## src/rtl/core/kdr_pkg.sv

```systemverilog
// kdr_pkg: shared types and constants for the key debounce / auto-repeat unit
// no dependencies; imported by every rtl/core module of the block
`timescale 1ns / 1ps

package kdr_pkg;

  // fixed field widths
  localparam int KEY_BITS   = 8;
  localparam int KEY_IDX_W  = 3;
  localparam int CODE_W     = 5;
  localparam int MODE_W     = 2;
  localparam int ADDR_W     = 2;
  localparam int DATA_W     = 16;
  localparam int FILT_W     = 3;
  localparam int HOLD_W     = 16;
  localparam int RPT_W      = 8;

  // request modes
  localparam logic [MODE_W-1:0] MODE_TICK  = 2'd0;
  localparam logic [MODE_W-1:0] MODE_POP   = 2'd1;
  localparam logic [MODE_W-1:0] MODE_CLEAR = 2'd2;

  // register indexes
  localparam logic [ADDR_W-1:0] REG_LONG_PRESS  = 2'd0;
  localparam logic [ADDR_W-1:0] REG_RPT_PERIOD  = 2'd1;
  localparam logic [ADDR_W-1:0] REG_LONG_MASK   = 2'd2;
  localparam logic [ADDR_W-1:0] REG_RPT_MASK    = 2'd3;

  // register reset values
  localparam logic [HOLD_W-1:0]   LONG_PRESS_RST = 16'd150;
  localparam logic [RPT_W-1:0]    RPT_PERIOD_RST = 8'd1;
  localparam logic [KEY_BITS-1:0] LONG_MASK_RST  = 8'd207;
  localparam logic [KEY_BITS-1:0] RPT_MASK_RST   = 8'd207;

  // bit v set when v mod 3 == 2 (release codes), for 5-bit codes
  localparam logic [31:0] MOD3_TWO_MASK = 32'h2492_4924;

  typedef struct packed {
    logic [HOLD_W-1:0]   long_press_ticks;
    logic [RPT_W-1:0]    repeat_period;
    logic [KEY_BITS-1:0] long_enable_mask;
    logic [KEY_BITS-1:0] repeat_enable_mask;
  } kdr_cfg_t;

  // controller to datapath commands
  typedef struct packed {
    logic latch_pins;
    logic visit;
    logic pop;
    logic clear;
    logic out_load;
  } kdr_cmd_t;

  // datapath to controller status
  typedef struct packed {
    logic out_free;
  } kdr_sts_t;

  // press code of key k: 3*k+1
  function automatic logic [CODE_W-1:0] press_code(input logic [KEY_IDX_W-1:0] k);
    logic [CODE_W-1:0] kk;
    kk = CODE_W'(k);
    return (kk << 1) + kk + CODE_W'(1);
  endfunction

endpackage

```

## src/rtl/core/kdr_channels.sv

```systemverilog
// kdr_channels: valid/ready channel interfaces of the key unit
// depends on kdr_pkg for field widths
`timescale 1ns / 1ps

interface kdr_req_if import kdr_pkg::*; ();
  logic                valid;
  logic                ready;
  logic [MODE_W-1:0]   mode;
  logic [KEY_BITS-1:0] key_pins;

  modport source (output valid, mode, key_pins, input ready);
  modport sink   (input valid, mode, key_pins, output ready);
endinterface

interface kdr_rsp_if import kdr_pkg::*; ();
  logic                valid;
  logic                ready;
  logic [CODE_W-1:0]   key_code;
  logic                key_valid;
  logic [KEY_BITS-1:0] key_states;

  modport source (output valid, key_code, key_valid, key_states, input ready);
  modport sink   (input valid, key_code, key_valid, key_states, output ready);
endinterface

interface kdr_cfg_if import kdr_pkg::*; ();
  logic              valid;
  logic              ready;
  logic [ADDR_W-1:0] addr;
  logic [DATA_W-1:0] data;

  modport source (output valid, addr, data, input ready);
  modport sink   (input valid, addr, data, output ready);
endinterface

```

## src/rtl/core/kdr_regs.sv

```systemverilog
// kdr_regs: configuration register file of the key unit
// depends on kdr_pkg and the kdr_cfg_if channel
`timescale 1ns / 1ps

module kdr_regs import kdr_pkg::*; (
  input  logic           clk,
  input  logic           rst,
  kdr_cfg_if.sink        cfg,
  output kdr_cfg_t       regs
);

  // writes are always taken
  assign cfg.ready = 1'b1;

  // register write decode
  always_ff @(posedge clk) begin
    if (rst) begin
      regs.long_press_ticks   <= LONG_PRESS_RST;
      regs.repeat_period      <= RPT_PERIOD_RST;
      regs.long_enable_mask   <= LONG_MASK_RST;
      regs.repeat_enable_mask <= RPT_MASK_RST;
    end else if (cfg.valid) begin
      unique case (cfg.addr)
        REG_LONG_PRESS: regs.long_press_ticks   <= cfg.data;
        REG_RPT_PERIOD: regs.repeat_period      <= cfg.data[RPT_W-1:0];
        REG_LONG_MASK:  regs.long_enable_mask   <= cfg.data[KEY_BITS-1:0];
        REG_RPT_MASK:   regs.repeat_enable_mask <= cfg.data[KEY_BITS-1:0];
      endcase
    end
  end

endmodule

```

## src/rtl/core/kdr_ctrl.sv

```systemverilog
// kdr_ctrl: sequencer of the key unit, one key visited per cycle on a scan tick
// depends on kdr_pkg and the kdr_req_if channel
`timescale 1ns / 1ps

module kdr_ctrl import kdr_pkg::*; #(
  parameter int NUM_KEYS = 8,
  parameter int KW       = 3
) (
  input  logic          clk,
  input  logic          rst,
  kdr_req_if.sink       req,
  input  kdr_sts_t      sts,
  output kdr_cmd_t      cmd,
  output logic [KW-1:0] key_idx
);

  typedef enum logic [1:0] {
    ST_IDLE,
    ST_SCAN,
    ST_FINISH
  } state_t;

  localparam logic [KW-1:0] LAST_KEY = KW'(NUM_KEYS - 1);

  state_t state;
  logic   accept;

  // request side handshake
  assign req.ready = (state == ST_IDLE) && sts.out_free;
  assign accept    = req.valid && req.ready;

  // commands to the datapath
  always_comb begin
    cmd.latch_pins = accept && (req.mode == MODE_TICK);
    cmd.visit      = (state == ST_SCAN);
    cmd.pop        = accept && (req.mode == MODE_POP);
    cmd.clear      = accept && (req.mode == MODE_CLEAR);
    cmd.out_load   = (accept && (req.mode != MODE_TICK)) ||
                     ((state == ST_FINISH) && sts.out_free);
  end

  // state and key counter
  always_ff @(posedge clk) begin
    if (rst) begin
      state   <= ST_IDLE;
      key_idx <= '0;
    end else begin
      unique case (state)
        ST_IDLE: begin
          if (cmd.latch_pins) begin
            state   <= ST_SCAN;
            key_idx <= '0;
          end
        end
        ST_SCAN: begin
          if (key_idx == LAST_KEY) begin
            state <= ST_FINISH;
          end else begin
            key_idx <= key_idx + KW'(1);
          end
        end
        ST_FINISH: begin
          if (sts.out_free) begin
            state <= ST_IDLE;
          end
        end
        default: state <= ST_IDLE;
      endcase
    end
  end

endmodule

```

## src/rtl/core/kdr_datapath.sv

```systemverilog
// kdr_datapath: per-key filter/hold/repeat state, key-code fifo and result register
// depends on kdr_pkg and the kdr_rsp_if channel; driven by kdr_ctrl commands
`timescale 1ns / 1ps

module kdr_datapath import kdr_pkg::*; #(
  parameter int NUM_KEYS     = 8,
  parameter int FIFO_DEPTH   = 4,
  parameter int FILTER_TICKS = 3,
  parameter int KW           = 3
) (
  input  logic                clk,
  input  logic                rst,
  input  kdr_cmd_t            cmd,
  input  logic [KW-1:0]       key_idx,
  input  logic [KEY_BITS-1:0] key_pins,
  input  kdr_cfg_t            regs,
  output kdr_sts_t            sts,
  kdr_rsp_if.source           rsp
);

  localparam int FW = $clog2(FIFO_DEPTH);
  localparam logic [FILT_W-1:0] FT     = FILT_W'(FILTER_TICKS);
  localparam logic [FILT_W-1:0] FT2    = FILT_W'(2 * FILTER_TICKS);
  localparam logic [FW-1:0]     LAST_W = FW'(FIFO_DEPTH - 1);

  // per-key state
  logic [FILT_W-1:0] filt   [NUM_KEYS];
  logic              pressed[NUM_KEYS];
  logic [HOLD_W-1:0] hold   [NUM_KEYS];
  logic [RPT_W-1:0]  rpt    [NUM_KEYS];

  // code fifo, contents undefined until written
  logic [CODE_W-1:0] fifo_mem[FIFO_DEPTH];
  logic [FW-1:0]     wr_ptr;
  logic [FW-1:0]     rd_ptr;

  logic [KEY_BITS-1:0] pins;
  logic                out_valid;

  logic [KEY_IDX_W-1:0] idx3;
  logic                 down;
  logic                 lp_on;
  logic                 rp_on;
  logic [FILT_W-1:0]    cur_filt;
  logic [HOLD_W-1:0]    cur_hold;
  logic [RPT_W-1:0]     rpt_inc;
  logic [FILT_W-1:0]    filt_next;
  logic                 pressed_next;
  logic [HOLD_W-1:0]    hold_next;
  logic [RPT_W-1:0]     rpt_next;
  logic                 push;

  logic                 fifo_empty;
  logic [CODE_W-1:0]    pop_data;
  logic                 pop_ok;
  logic                 code_good;
  logic [KEY_BITS-1:0]  states_vec;

  assign idx3     = KEY_IDX_W'(key_idx);
  assign down     = ~pins[idx3];
  assign lp_on    = (regs.long_press_ticks != '0) && regs.long_enable_mask[idx3];
  assign rp_on    = (regs.repeat_period != '0) && regs.repeat_enable_mask[idx3];
  assign cur_filt = filt[key_idx];
  assign cur_hold = hold[key_idx];
  assign rpt_inc  = rpt[key_idx] + RPT_W'(1);

  // key visit: debounce, press detect, long press and repeat
  always_comb begin
    filt_next    = cur_filt;
    pressed_next = pressed[key_idx];
    hold_next    = cur_hold;
    rpt_next     = rpt[key_idx];
    push         = 1'b0;
    if (down) begin
      if (cur_filt < FT) begin
        filt_next = FT;
      end else if (cur_filt < FT2) begin
        filt_next = cur_filt + FILT_W'(1);
      end else begin
        if (!pressed[key_idx]) begin
          pressed_next = 1'b1;
          push         = 1'b1;
        end
        if (lp_on) begin
          if (cur_hold < regs.long_press_ticks) begin
            hold_next = cur_hold + HOLD_W'(1);
          end else if (rp_on) begin
            if (rpt_inc >= regs.repeat_period) begin
              rpt_next = '0;
              push     = 1'b1;
            end else begin
              rpt_next = rpt_inc;
            end
          end
        end
      end
    end else begin
      if (cur_filt > FT) begin
        filt_next = cur_filt - FILT_W'(1);
      end else if (cur_filt != '0) begin
        filt_next = '0;
      end else begin
        pressed_next = 1'b0;
      end
      hold_next = '0;
      rpt_next  = '0;
    end
  end

  // pop path; release codes and zero entries are consumed silently
  assign fifo_empty = (rd_ptr == wr_ptr);
  assign pop_data   = fifo_mem[rd_ptr];
  assign pop_ok     = cmd.pop && !fifo_empty;
  assign code_good  = (pop_data != '0) && !MOD3_TWO_MASK[pop_data];

  // debounced flags as a bit vector
  always_comb begin
    states_vec = '0;
    for (int k = 0; k < NUM_KEYS; k++) begin
      states_vec[k] = pressed[k];
    end
  end

  assign sts.out_free = !out_valid || rsp.ready;

  // latched pin levels for the scan
  always_ff @(posedge clk) begin
    if (cmd.latch_pins) begin
      pins <= key_pins;
    end
  end

  // per-key state update
  always_ff @(posedge clk) begin
    if (rst) begin
      for (int k = 0; k < NUM_KEYS; k++) begin
        filt[k]    <= '0;
        pressed[k] <= 1'b0;
        hold[k]    <= '0;
        rpt[k]     <= '0;
      end
    end else if (cmd.visit) begin
      filt[key_idx]    <= filt_next;
      pressed[key_idx] <= pressed_next;
      hold[key_idx]    <= hold_next;
      rpt[key_idx]     <= rpt_next;
    end
  end

  // fifo storage, written without overflow check
  always_ff @(posedge clk) begin
    if (cmd.visit && push) begin
      fifo_mem[wr_ptr] <= press_code(idx3);
    end
  end

  // fifo pointers
  always_ff @(posedge clk) begin
    if (rst) begin
      wr_ptr <= '0;
      rd_ptr <= '0;
    end else begin
      if (cmd.visit && push) begin
        wr_ptr <= (wr_ptr == LAST_W) ? '0 : wr_ptr + FW'(1);
      end
      if (cmd.clear) begin
        rd_ptr <= wr_ptr;
      end else if (pop_ok) begin
        rd_ptr <= (rd_ptr == LAST_W) ? '0 : rd_ptr + FW'(1);
      end
    end
  end

  // result register
  always_ff @(posedge clk) begin
    if (rst) begin
      out_valid <= 1'b0;
    end else if (cmd.out_load) begin
      out_valid <= 1'b1;
    end else if (rsp.ready) begin
      out_valid <= 1'b0;
    end
  end

  always_ff @(posedge clk) begin
    if (cmd.out_load) begin
      rsp.key_code   <= (pop_ok && code_good) ? pop_data : '0;
      rsp.key_valid  <= pop_ok && code_good;
      rsp.key_states <= states_vec;
    end
  end

  assign rsp.valid = out_valid;

endmodule

```

## src/rtl/core/key_debounce_repeat_fifo_unit.sv

```systemverilog
// key_debounce_repeat_fifo_unit: eight-key debouncer with auto-repeat and code fifo
// depends on kdr_pkg, kdr_channels, kdr_regs, kdr_ctrl and kdr_datapath
// scan tick: keys visited in turn by the shared key datapath, one key per cycle, then
//   the result is loaded; pop, clear and mode 3 load the result register at acceptance
// throughput: no request during a scan; one pop or clear per cycle while rsp.ready
// reset: synchronous rst zeroes key state and fifo pointers, loads register defaults;
//   fifo entries stay undefined until written, no clearing pass
`timescale 1ns / 1ps

module key_debounce_repeat_fifo_unit import kdr_pkg::*; #(
  parameter int NUM_KEYS     = 8,
  parameter int FIFO_DEPTH   = 4,
  parameter int FILTER_TICKS = 3
) (
  input  logic      clk,
  input  logic      rst,
  kdr_req_if.sink   req,
  kdr_rsp_if.source rsp,
  kdr_cfg_if.sink   cfg
);

  localparam int KW = (NUM_KEYS > 1) ? $clog2(NUM_KEYS) : 1;

  kdr_cfg_t      regs;
  kdr_cmd_t      cmd;
  kdr_sts_t      sts;
  logic [KW-1:0] key_idx;

  // configuration registers
  kdr_regs u_regs (
    .clk  (clk),
    .rst  (rst),
    .cfg  (cfg),
    .regs (regs)
  );

  // sequencer
  kdr_ctrl #(
    .NUM_KEYS (NUM_KEYS),
    .KW       (KW)
  ) u_ctrl (
    .clk     (clk),
    .rst     (rst),
    .req     (req),
    .sts     (sts),
    .cmd     (cmd),
    .key_idx (key_idx)
  );

  // key state, fifo and result register
  kdr_datapath #(
    .NUM_KEYS     (NUM_KEYS),
    .FIFO_DEPTH   (FIFO_DEPTH),
    .FILTER_TICKS (FILTER_TICKS),
    .KW           (KW)
  ) u_dp (
    .clk      (clk),
    .rst      (rst),
    .cmd      (cmd),
    .key_idx  (key_idx),
    .key_pins (req.key_pins),
    .regs     (regs),
    .sts      (sts),
    .rsp      (rsp)
  );

endmodule

```

## src/flat_wrapper.sv

```systemverilog
// flat-port wrapper written by rule: the top's interface ports become plain ports
module key_debounce_repeat_fifo_unit_flat import kdr_pkg::*;
#(
  parameter int NUM_KEYS     = 8,
  parameter int FIFO_DEPTH   = 4,
  parameter int FILTER_TICKS = 3
)
  (clk, rst, req_valid, req_mode, req_key_pins, req_ready, rsp_valid, rsp_key_code, rsp_key_valid, rsp_key_states, rsp_ready, cfg_valid, cfg_addr, cfg_data, cfg_ready);
  kdr_req_if req_i ();
  kdr_rsp_if rsp_i ();
  kdr_cfg_if cfg_i ();
  input  logic clk;
  input  logic rst;
  input wire logic [$bits(req_i.valid)-1:0] req_valid;
  input wire logic [$bits(req_i.mode)-1:0] req_mode;
  input wire logic [$bits(req_i.key_pins)-1:0] req_key_pins;
  output wire logic [$bits(req_i.ready)-1:0] req_ready;
  output wire logic [$bits(rsp_i.valid)-1:0] rsp_valid;
  output wire logic [$bits(rsp_i.key_code)-1:0] rsp_key_code;
  output wire logic [$bits(rsp_i.key_valid)-1:0] rsp_key_valid;
  output wire logic [$bits(rsp_i.key_states)-1:0] rsp_key_states;
  input wire logic [$bits(rsp_i.ready)-1:0] rsp_ready;
  input wire logic [$bits(cfg_i.valid)-1:0] cfg_valid;
  input wire logic [$bits(cfg_i.addr)-1:0] cfg_addr;
  input wire logic [$bits(cfg_i.data)-1:0] cfg_data;
  output wire logic [$bits(cfg_i.ready)-1:0] cfg_ready;
  assign req_i.valid = req_valid;
  assign req_i.mode = req_mode;
  assign req_i.key_pins = req_key_pins;
  assign req_ready = req_i.ready;
  assign rsp_valid = rsp_i.valid;
  assign rsp_key_code = rsp_i.key_code;
  assign rsp_key_valid = rsp_i.key_valid;
  assign rsp_key_states = rsp_i.key_states;
  assign rsp_i.ready = rsp_ready;
  assign cfg_i.valid = cfg_valid;
  assign cfg_i.addr = cfg_addr;
  assign cfg_i.data = cfg_data;
  assign cfg_ready = cfg_i.ready;
  key_debounce_repeat_fifo_unit #(.NUM_KEYS(NUM_KEYS), .FIFO_DEPTH(FIFO_DEPTH), .FILTER_TICKS(FILTER_TICKS)) u_core (.clk(clk), .rst(rst), .req(req_i), .rsp(rsp_i), .cfg(cfg_i));
endmodule
```

## config.mk

```make
export PLATFORM = sky130hd
export DESIGN_NAME = key_debounce_repeat_fifo_unit_flat
export DESIGN_NICKNAME = d
export VERILOG_FILES = /design/src/rtl/core/kdr_pkg.sv /design/src/rtl/core/kdr_channels.sv /design/src/rtl/core/kdr_regs.sv /design/src/rtl/core/kdr_ctrl.sv /design/src/rtl/core/kdr_datapath.sv /design/src/rtl/core/key_debounce_repeat_fifo_unit.sv /design/src/flat_wrapper.sv
export SDC_FILE = /design/constraint.sdc
export NUM_CORES = 1
export LEC_CHECK = 0
export ABC_AREA = 1
export BUFFER_PORTS_ARGS = -buffer_cell sky130_fd_sc_hd__clkbuf_2
export CORE_MARGIN = 3
export CORE_UTILIZATION = 55
export DETAILED_ROUTE_END_ITERATION = 16
export PLACE_DENSITY = 0.72
export SYNTH_ARGS = -nofsm -noshare
export SYNTH_HDL_FRONTEND = slang
export SYNTH_SLANG_ARGS = --single-unit
```

## constraint.sdc

```tcl
create_clock -name clk -period 4.1 [get_ports clk]
set_clock_uncertainty 0.2 [all_clocks]
set_input_delay 0.41 -clock clk [delete_from_list [all_inputs] [get_ports clk]]
set_output_delay 0.41 -clock clk [all_outputs]
set_load 0.05 [all_outputs]
```

Word-level counts from Yosys, hierarchy flattened
Memories as Yosys holds them, arrays and structs flattened. A register that Yosys moved wholly into a read port is not among the register bits. Index checks and enable logic that the tools add are counted.

Flip-flop bits (word level): 64. RAM bits: 244. Memory bits (read-only): 32. Bits of input ports: 33. Output and inout bits: 17. Memories kept: 6.

Memory list: u_core.u_dp.hold (depth 8, width 16, read ports 1, clocked after Yosys merged registers in 1, wr ports 8, line kdr_datapath.sv:29) `logic [HOLD_W-1:0] hold [NUM_KEYS];`; u_core.u_dp.rpt (depth 8, width 8, read ports 1, clocked after Yosys merged registers in 1, wr ports 8, line kdr_datapath.sv:30) `logic [RPT_W-1:0] rpt [NUM_KEYS];`; (name not given) (depth 32, width 1, read ports 1, clocked after Yosys merged registers in 0, wr ports 0, line kdr_datapath.sv:114) `assign code_good = (pop_data != '0) && !MOD3_TWO_MASK[pop_data];`; u_core.u_dp.filt (depth 8, width 3, read ports 1, clocked after Yosys merged registers in 1, wr ports 8, line kdr_datapath.sv:27) `logic [FILT_W-1:0] filt [NUM_KEYS];`; u_core.u_dp.fifo_mem (depth 4, width 5, read ports 1, clocked after Yosys merged registers in 1, wr ports 1, line kdr_datapath.sv:33) `logic [CODE_W-1:0] fifo_mem[FIFO_DEPTH];`; u_core.u_dp.pressed (depth 8, width 1, read ports 9, clocked after Yosys merged registers in 9, wr ports 8, line kdr_datapath.sv:28) `logic pressed[NUM_KEYS];`.

Add/sub/neg operators: 9. Magnitude comparators: 7. Equality and inequality tests: 15. Multiplexer cells: 79. Reduce and logical (&&, ||, !) cells: 39.

Operators by type and width (number): 2-to-1 mux 16 bit (6); 2-to-1 mux 8 bit (8); 2-to-1 mux 3 bit (20); 2-to-1 mux 1 bit (31); 2-to-1 mux 2 bit (9); adder 16 x 1 -> 16 bit (second input constant) (1); < comparator 16 bit (1); nonzero test 16 bit (1); OR reduction 16 bit (1); logical AND 1 bit (13); equality test 2 bit (second input constant) (6); binary-select mux 1 bit (select 3 bit) (3); adder 8 x 1 -> 8 bit (second input constant) (1); >= comparator 8 bit (1); AND reduction 2 bit (4); nonzero test 2 bit (4); nonzero test 8 bit (1); OR reduction 8 bit (1); adder 3 x 1 -> 3 bit (second input constant) (2); equality test 2 x 1 -> 1 bit (second input constant) (3); zero test 2 bit (3); < comparator 5 x 6 -> 1 bit (second input constant) (1); case mux 2 bit (3 select lines) (1); case mux 3 bit (2 select lines) (1); other kinds (19) (26).

Logic depth before layout (Yosys ltp)
Depth after elaboration: 12. Mapped depth: 25. Depth with buffers taken out: 23.

Modules after synthesis
A second synthesis with hierarchy kept.

Cell total of the unflattened synthesis: 1688. Area, all modules: 16014.1 um^2.

Modules (own cells, without submodules): kdr_datapath (times used 1, cells an instance 1411, area an instance 14032.2 um^2, sequential area each 8127.8 um^2); kdr_regs (times used 1, cells an instance 231, area an instance 1657.8 um^2, sequential area each 800.8 um^2); kdr_ctrl (times used 1, cells an instance 46, area an instance 324.1 um^2, sequential area each 100.1 um^2).

Worst setup path before layout
No wires, ideal clock.

Path kind: register to register. Start point: register (tool-made name). End point: memory u_core.u_dp.fifo_mem[0][0], enable pin. Library setup time: 0.339 ns. Arrival time: 3.201 ns. Data required time: 3.561 ns. Setup slack: 0.360 ns. Cell stages (with the launch flop): 22. Path buffers: 3. Cell sequence: dfxtp_1 -> inv_2 -> buf_6 -> buf_6 -> buf_4 -> o21ai_0 -> o22ai_1 -> nand2_1 -> nand2_1 -> ha_1 -> or2_2 -> nand2_1 -> inv_1 -> ha_1 -> nand2_1 -> o21ai_0 -> nand2_1 -> nand3_1 -> inv_1 -> o21ai_2 -> nand2_1 -> nor2_1.

RTL lines (line): to (decl) (kdr_datapath.sv:33).

==> results.md <==
* WP buf/inv at 4
* Port bufs at 48
* Htree depth at 2
* Placed inst area at 16500 um^2
* Drt via density at ~5.7
* Most Crowded Layer GR: met2
* Status: finished, final reports clean
* Syn_nets at 1712
* CP Max Fanout at 26
* PwrDens at 439 nW/um^2
* Std-Cell Rows at 61
* FMAX at 260 MHz
* Min Tclk post-route at 3.85 ns
* FILL cells at 2285
* Prevailing post-synth register cell: edfxtp_1
* Post-CTS Setup Bufs at 0
* CTS tree: yes
* Post-route setup TNS at 0 ns
* Reg2reg path depth at 17
* First-pass GRT wire length at about 64000 um
* FF+latch count, synth at 321
* Leakage Power at 6.95 nW
* Cell mode on critical path: nand2_2
* Sink Count at between 300 and 400
* Most common cell in the netlist: nor2_1
* Initial antenna violation count at 0
* Post-detailed-route wirelength per cell at 19.5 um
* Min-delay src: cfg_data[13]
* Area Growth Syn to Fin at 13.9%
* Period Utilization, post-route at 93.8%
* Post-synthesis sequential area ratio at approximately 58%
* Peak VDD IR at 349 uV
* Worst-margin pin slew at between 0.8 and 0.9 ns
* Top-area cell type share of the netlist area at between 50 and 60%
* Area of the multi-input gates at 5630 um^2
* ANT cells at 0
* Final setup fails at 0
* Final Instance Area at 17900 um^2
* CP max-delay cell: dfxtp_4
* Hold Vio Cnt, Final at 0
* R2r setup slk at ~0.25 ns
* Die Ht at between 150 and 200 um
* Post-route ant nets at 0
* Met3 Usage GRT at 4.37%
* Max Buffers Root-to-Sink at 3
* Crit. End Element: register
* Crit Path Category: register to register
* RSZ-0062 raised after global routing: false
* Vias at between 10000 and 15000
* Library cells used by synthesis at 55
* Top Family by Delay on Critical Path: simple AND/OR/NAND/NOR gates
* Fin cells at 2118
* EDFF count, synth at between 200 and 300
* WL final at 41300 um
* FFs w/ async S/R, synth at 0%
* Largest net degree at the start of global routing at 63
* Flip-flop and latch area at 9090 um^2
* Max-slew violations at 0
* HPWL Detailed at about 26000 um
* Synthesized area per cell at 9.60 um^2
* Number of remaining DRC errors at 0
* Die ar. at between 30000 and 40000 um^2
* CTS buffer count at 36
* Core Region at 27900 um^2
* Crit-path max cell delay at approximately 0.40 ns
* Post-Syn Instances at 1633
* Hold path cells at 3
* Critical path, cell by cell: inv_6 > buf_12 > buf_4 > nor2_1 > o22ai_1 > inv_1 > o21ai_1 > ha_1 > nand2_1 > nor4_1 > nand2_2 > nand2_2 > nand2_2 > nor2_4 > o21ai_1 > nand2_1 > nor2_1
* Worst r2r dst: u_core.u_dp.rpt[7][7]
* Placed cells at 2038
* Largest cells by area after synthesis: edfxtp_1 (51%), nor2_1 (8.7%), dfxtp_1 (7.0%)
* Ports at 50
* Vias in the first global route at between 10000 and 15000
* Hold-critical path endpoint: u_core.u_regs.regs[37]
* Met2 usage at between 40% and 50%
* Iteration-0 DRC Markers at 1299
* Worst setup SP type: register
* Yosys warning count at 0
* Slew HR at 40.3%
* Synth cell count leaders: nor2_1 (363), edfxtp_1 (266), nand2_1 (203)
* Clock transition at path regs at ~0.060 ns
* Horiz. Die Dim at 175 um
* Global Route Usage Sum at a little over a quarter
* Crit path required time at between 4 and 5 ns
* Final Power at 0.00784 W
* GR met1 Demand/Resource at 35.2%
* CP Data Arrival Time at approximately 3.9 ns
* Initial Util at a little under three fifths
* Worst-skew pair later-pin latency at 0.51 ns
* Layout cells sized above 1 at between 10% and 20%
* Layout Nets at 1796
* CTS root buffer: clkbuf_16
* GRT overflow at 0
* GPL Wtd Cong at a little under 0.9
* Synthesized area at 15700 um^2
* TritonRoute pass-1 iters at 6
* Worst min-delay path class: primary input to register
* Max Cap Viol at 0
* Yosys top cell by area: edfxtp_1
## tightest hold or removal path, delay by kind of cell
family,cells,cell delay (ns)
compound gates,2,0.19
buf+inv,1,0.08
## power breakdown
part	switching [W]	internal [W]	total (W)
logic	0.000790	0.000332	0.00112
clock network	0.00125	0.00177	0.00302
registers	0.0000477	0.00365	0.00369
total	0.00209	0.00575	0.00784
## placed cells by master, fill, tap and decap left out, types with 3 or more instances in the layout
cell type	count
a32oi_1	3
dfxtp_1	53
nor4_1	7
inv_1	126
o211ai_1	5
nand3_1	51
or2_2	4
nand4_1	10
nor3_1	4
dlygate4sd3_1	17
nand2_2	8
o21ai_0	111
o221ai_1	5
buf_12	7
buf_4	45
clkbuf_1	8
nand3_2	9
clkbuf_2	48
a32o_1	4
a21oi_1	59
inv_2	26
clkinv_1	10
nand2_4	4
o21ai_4	3
nor2_2	26
ha_1	45
a211oi_1	4
o21ai_2	15
nor2_1	359
clkinv_2	4
nor2_4	10
nand2_1	202
clkbuf_16	39
edfxtp_1	266
o22ai_1	49
o21ai_1	57
## what timing repair did
item / 4_1_cts / 5_1_grt
hold buffers: 17 / 0
gates resized for setup: 0 / 21
endpoints found under the hold margin: 19 / 0
endpoints found under the setup margin: 0 / 195
## sequential cells by signal, summed over array words and instances (netlist names), named ones only
| name | count |
|---|---|
| u_core.u_dp.hold | 128 |
| u_core.u_dp.rpt | 64 |
| u_core.u_regs.regs | 40 |
| u_core.u_dp.filt | 24 |
| u_core.u_dp.fifo_mem | 20 |
| rsp_key_states | 8 |
| u_core.u_dp.pins | 8 |
| u_core.u_dp.pressed | 8 |
| u_core.u_dp.rsp.key_code | 5 |
| u_core.u_ctrl.key_idx | 3 |
| u_core.u_ctrl.state | 2 |
| u_core.u_dp.rd_ptr | 2 |
| u_core.u_dp.wr_ptr | 2 |
| u_core.u_dp.rsp.key_valid | 1 |
| u_core.u_dp.rsp.valid | 1 |
## area by class of cell
cell class / instances / share of cell area, %
Tap cell: 378 / 2.65
Multi-Input combinational cell: 1079 / 31.5
Timing Repair Buffer: 120 / 5.41
Clock buffer: 45 / 5.35
Sequential cell: 321 / 50.9
Inverter: 159 / 3.38
Clock inverter: 16 / 0.743
## worst max path at each step
stage          startpoint                    endpoint  slack (ns)  depth (start not counted)
3_3_place_gp     register  u_core.u_dp.fifo_mem[3][3]        0.17                         16
6_report         register       u_core.u_dp.rpt[7][7]        0.25                         17
2_1_floorplan    register  u_core.u_dp.fifo_mem[0][0]        0.36                         21
4_1_cts          register      u_core.u_dp.hold[7][2]        0.13                         16
5_1_grt          register       u_core.u_dp.rpt[1][0]        0.02                         22
3_5_place_dp     register  u_core.u_dp.fifo_mem[3][0]        0.15                         16
## logic make-up after synthesis
| group | share of synthesized area (%) |
|---|---|
| XOR/XNOR | 0.223 |
| buffers and inverters | 6.58 |
| adder cells (fa/ha/maj) | 3.72 |
| other | 0.0239 |
| flip-flops | 58.0 |
| AND/OR/NAND/NOR | 19.6 |
| AO/OA/AOI/OAI | 11.9 |
## through the flow
step / utilization (%) / worst slack (ns) / hold WS (ns)
after floorplan: - / 0.360 / 0.221
after global routing: 63.9 / 0.0216 / 0.0208
after detailed placement: 58.9 / 0.147 / 0.238
after CTS: 63.4 / 0.132 / 0.00166
final: 63.9 / 0.254 / 0.00364
after global placement: 58.9 / 0.169 / 0.226
## per-layer routing
metal,up-vias,wire length (um)
li1,5722,-
met1,5711,16500
met2,567,19700
met3,112,3610
met4,0,1470
met5,-,0
Note: power is estimated with default switching activity, not from simulation.
